[src/sv/pwca_pkg.sv]
// Shared types and constants for the PID controller with clamp and anti-windup.
// Used by pwca_regs, pwca_core and pid_with_clamp_antiwindup; no dependencies.
package pwca_pkg;

  localparam int unsigned SampleWidth = 16;
  localparam int unsigned GainWidth   = 24;
  localparam int unsigned ErrWidth    = 17;
  localparam int unsigned DiffWidth   = 18;
  localparam int unsigned AccWidth    = 32;
  localparam int unsigned CfgIdxWidth = 3;
  localparam int unsigned CfgDatWidth = 24;

  // Register indexes on the configuration port
  typedef enum logic [CfgIdxWidth-1:0] {
    REG_KP = 3'd0,
    REG_KI = 3'd1,
    REG_KD = 3'd2,
    REG_UB = 3'd3,
    REG_LB = 3'd4
  } cfg_index_t;

  typedef struct packed {
    logic signed [GainWidth-1:0]   kp;
    logic signed [GainWidth-1:0]   ki;
    logic signed [GainWidth-1:0]   kd;
    logic signed [SampleWidth-1:0] ub;
    logic signed [SampleWidth-1:0] lb;
  } cfg_t;

  localparam logic signed [GainWidth-1:0]   KpReset = 24'sd655;
  localparam logic signed [GainWidth-1:0]   KiReset = 24'sd66;
  localparam logic signed [GainWidth-1:0]   KdReset = 24'sd0;
  localparam logic signed [SampleWidth-1:0] UbReset = 16'sd4096;
  localparam logic signed [SampleWidth-1:0] LbReset = -16'sd4096;

endpackage

[src/sv/pwca_regs.sv]
// Configuration register file: gains and clamp limits.
// Depends on pwca_pkg for the register indexes and the cfg_t bundle.
module pwca_regs (
  input  logic                                clk,
  input  logic                                rst,
  input  logic                                cfg_write,
  input  logic [pwca_pkg::CfgIdxWidth-1:0]    cfg_index,
  input  logic [pwca_pkg::CfgDatWidth-1:0]    cfg_data,
  output pwca_pkg::cfg_t                      cfg
);

  always_ff @(posedge clk) begin
    if (rst) begin
      cfg.kp <= pwca_pkg::KpReset;
      cfg.ki <= pwca_pkg::KiReset;
      cfg.kd <= pwca_pkg::KdReset;
      cfg.ub <= pwca_pkg::UbReset;
      cfg.lb <= pwca_pkg::LbReset;
    end else if (cfg_write) begin
      case (cfg_index)
        pwca_pkg::REG_KP: cfg.kp <= cfg_data;
        pwca_pkg::REG_KI: cfg.ki <= cfg_data;
        pwca_pkg::REG_KD: cfg.kd <= cfg_data;
        pwca_pkg::REG_UB: cfg.ub <= cfg_data[pwca_pkg::SampleWidth-1:0];
        pwca_pkg::REG_LB: cfg.lb <= cfg_data[pwca_pkg::SampleWidth-1:0];
        default: ;  // drop writes beyond the register list
      endcase
    end
  end

endmodule

[config.mk]
export PLATFORM = sky130hd
export DESIGN_NAME = pwca_regs
export DESIGN_NICKNAME = d
export VERILOG_FILES = /design/src/sv/pwca_pkg.sv /design/src/sv/pwca_regs.sv
export SDC_FILE = /design/constraint.sdc
export NUM_CORES = 1
export LEC_CHECK = 0
export ABC_AREA = 1
export BUFFER_PORTS_ARGS = -buffer_cell sky130_fd_sc_hd__buf_2
export CAP_MARGIN = 40
export CORE_ASPECT_RATIO = 0.7
export CORE_MARGIN = 2
export CORE_UTILIZATION = 54
export DETAILED_ROUTE_END_ITERATION = 16
export PLACE_DENSITY = 0.82
export REMOVE_ABC_BUFFERS = 1
export SYNTH_ARGS = -nofsm -noshare
export SYNTH_HDL_FRONTEND = slang
export SYNTH_SLANG_ARGS = --single-unit
[constraint.sdc]
create_clock -name clk -period 2.3 [get_ports clk]
set_clock_uncertainty 0.15 [all_clocks]
set_input_delay 0.115 -clock clk [delete_from_list [all_inputs] [get_ports clk]]
set_output_delay 0.115 -clock clk [all_outputs]
set_load 0.005 [all_outputs]
==> flow_metrics.env <==
export IMPL_status="complete, no violations"
export IMPL_io_pins=134
export IMPL_die_h_um=77.5
export IMPL_clkLatencyLatePin_ns=0.35
export IMPL_clock_fmax_ghz=0.873
export IMPL_tightest_slew_ns=0.652
export IMPL_ant_nets=0
export IMPL_place_gp_congestion=0.830
export IMPL_criticalPathCategory="input pin to register"
export IMPL_top_register="cfg"
export IMPL_slowest_stage="nor2_4"
export IMPL_drc=0
export IMPL_tns_ns=0
export IMPL_crit_chain="buf_2, inv_2, nor2_4, buf_4, nand3_1, nand2_1, nor2_1"
export IMPL_cts_buffers=9
export IMPL_path_delay_family="simple AND/OR/NAND/NOR gates"
export IMPL_htree_levels=3
export IMPL_ir_drop_mv=0.469
export IMPL_fin_area_um2=5280
export IMPL_final_cell_mix="nor2_1, buf_2, nand2_1, nand3_1, dfxtp_1"
export IMPL_top_regs="cfg x104"
export IMPL_synth_seq_cells=104
export IMPL_wl_per_cell_um=13.6
export IMPL_syn_area_um2=4170
export IMPL_setup_violations_final=0
export IMPL_p_comb_frac=0.122
export IMPL_critPathCaptureType="register"
export IMPL_grt_usage=0.271
export IMPL_drive_above_1_share=0.228
export IMPL_viasPerCell=5.08
export IMPL_cp_num_cells=7
export IMPL_worstPathMaxFanout=21
export IMPL_power_density_nw_per_um2=668
export IMPL_switchingPower_uw=882
export IMPL_grt_pass1_wl_um=18100
export IMPL_post_place_ws_ns=0.798
export IMPL_dpl_cell_area_um2=4850
export IMPL_avgSynthCellArea_um2=7.04
export IMPL_required_ns=2.40
export IMPL_largest_reg_flops=104
export IMPL_grt_max_degree=77
export IMPL_initial_utilization=0.564
export IMPL_crit_arrival_ns=1.25
export IMPL_fin_crit_ns=1.15
export IMPL_drt_iter0_drc=273
export IMPL_p_leak_uw=0.00265
export IMPL_drv_cap=0
export IMPL_synth_distinct_cells=15
export IMPL_dieArea_um2=8450
export IMPL_cts_root_buf="clkbuf_8"
export IMPL_clkTransAtPathRegs_ns=0.10
export IMPL_rows=26
export IMPL_drt_total_wl_um=11400
export IMPL_startpoint_type="input pin"
export IMPL_path_buf_inv=3
export IMPL_dp_hpwl_um=7530
export IMPL_fin_util=0.715
export IMPL_ys_seq_area_frac=0.500
export IMPL_holdCritPathClass="input pin to register"
export IMPL_grt_pass1_vias=3916
export IMPL_dp_cells=795
export IMPL_cts_sinks=104
export IMPL_cts_tree="built"
export IMPL_slowest_delay_ns=0.42
export IMPL_numPortBuffers=133
export IMPL_rsz0062_at_grt="no"
export IMPL_hold_viol=0
export IMPL_clockBufferDepth=2
export IMPL_drv_slew=0
export IMPL_seqPwrFrac=0.538
export IMPL_fin_crit_sh=0.498
export IMPL_grt_overflow_total=0
export IMPL_p_sw_frac=0.250
export IMPL_die_x_um=109
export IMPL_area_growth_pct=26.8
export IMPL_syn_inst=592
export IMPL_fin_cells=832
export IMPL_coreArea_um2=7380
export IMPL_ff2ff_path_depth=2
export IMPL_vias=4229
export IMPL_clkPwrFrac=0.341
export IMPL_antenna_found_initial=0
export IMPL_p_int_uw=2650
export IMPL_setup_ws_ns=1.15
export IMPL_yosysWarnings=0
export IMPL_antenna_cells=0
export IMPL_layout_commonest_cell="nor2_1"
export IMPL_nets=760
export IMPL_whs_path_depth=5
export IMPL_slew_headroom=0.564
export IMPL_drt_pass1_iter_count=5
[logic make-up after synthesis]
group | after synthesis | synth area share
AO/OA/AOI/OAI | 1 | 0.00120
buffers and inverters | 67 | 0.0781
flip-flops | 104 | 0.500
AND/OR/NAND/NOR | 420 | 0.421
[per-layer routing]
layer	global-route usage	wire (µm)	up-vias	part of all wire
met1	0.324	4750	1941	0.42
li1	-	-	2105	-
met3	0.0975	1070	13	0.094
met4	0.0615	102	0	0.0090
met2	0.465	5430	170	0.48
met5	0	0	-	0
[worst reg2reg max path: stages, from the launching register on]
cell,delay (ns)
dfxtp_1,0.32
nor2_1,0.13
nor2_1,0.06
[power by group through the flow]
stage	Combinational, µW	Sequential [µW]	Clock (µW)
after floorplan	215	1940	0
after global placement	384	1930	0
after detailed placement	395	1940	0
after CTS	425	1900	1220
after global routing	482	1900	1290
final	430	1900	1200
[per-stage QoR]
step	hold WS, ns	total power (µW)
finish	0.0347	3530
CTS	0.00653	3540
detailed placement	0.187	2330
global route	0.0454	3680
global placement	0.182	2320
floorplan	0.0782	2160
[cells in the mapped netlist]
master	n	area share
nor2_2	3	0.0045
nor2_1	183	0.16
nor2_4	5	0.014
buf_6	3	0.0081
o21ai_0	1	0.0012
dfxtp_1	104	0.50
nand2_1	124	0.11
inv_2	2	0.0018
clkbuf_1	5	0.0045
nand2_2	1	0.0015
buf_2	17	0.020
nand3_1	104	0.12
buf_4	8	0.014
buf_1	3	0.0027
inv_1	29	0.026
[final timing paths]
kind,from,slack (ns),endpoint
min reg2reg,cfg[83],0.32,cfg[83]
max reg2reg,cfg[5],1.54,cfg[5]
min,cfg_data[8],0.03,cfg[40]
max,cfg_write,1.15,cfg[61]
[cell type report]
type | instances | area [µm²]
clock buffers | 10 | 128
repair buffers | 163 | 983
fillers | 640 | 2100
inverters | 31 | 118
multi-input cells | 421 | 1770
well taps | 98 | 123
clock inverters | 5 | 82.6
flip-flops and latches | 104 | 2080
[repair_timing]
| action | in CTS | in global routing |
|---|---|---|
| hold endpoints to repair | 41 | 0 |
| gates resized for setup | 0 | 0 |
| hold buffers | 22 | 0 |
| buffers inserted | 0 | 0 |
(Power assumes the default switching activity.)
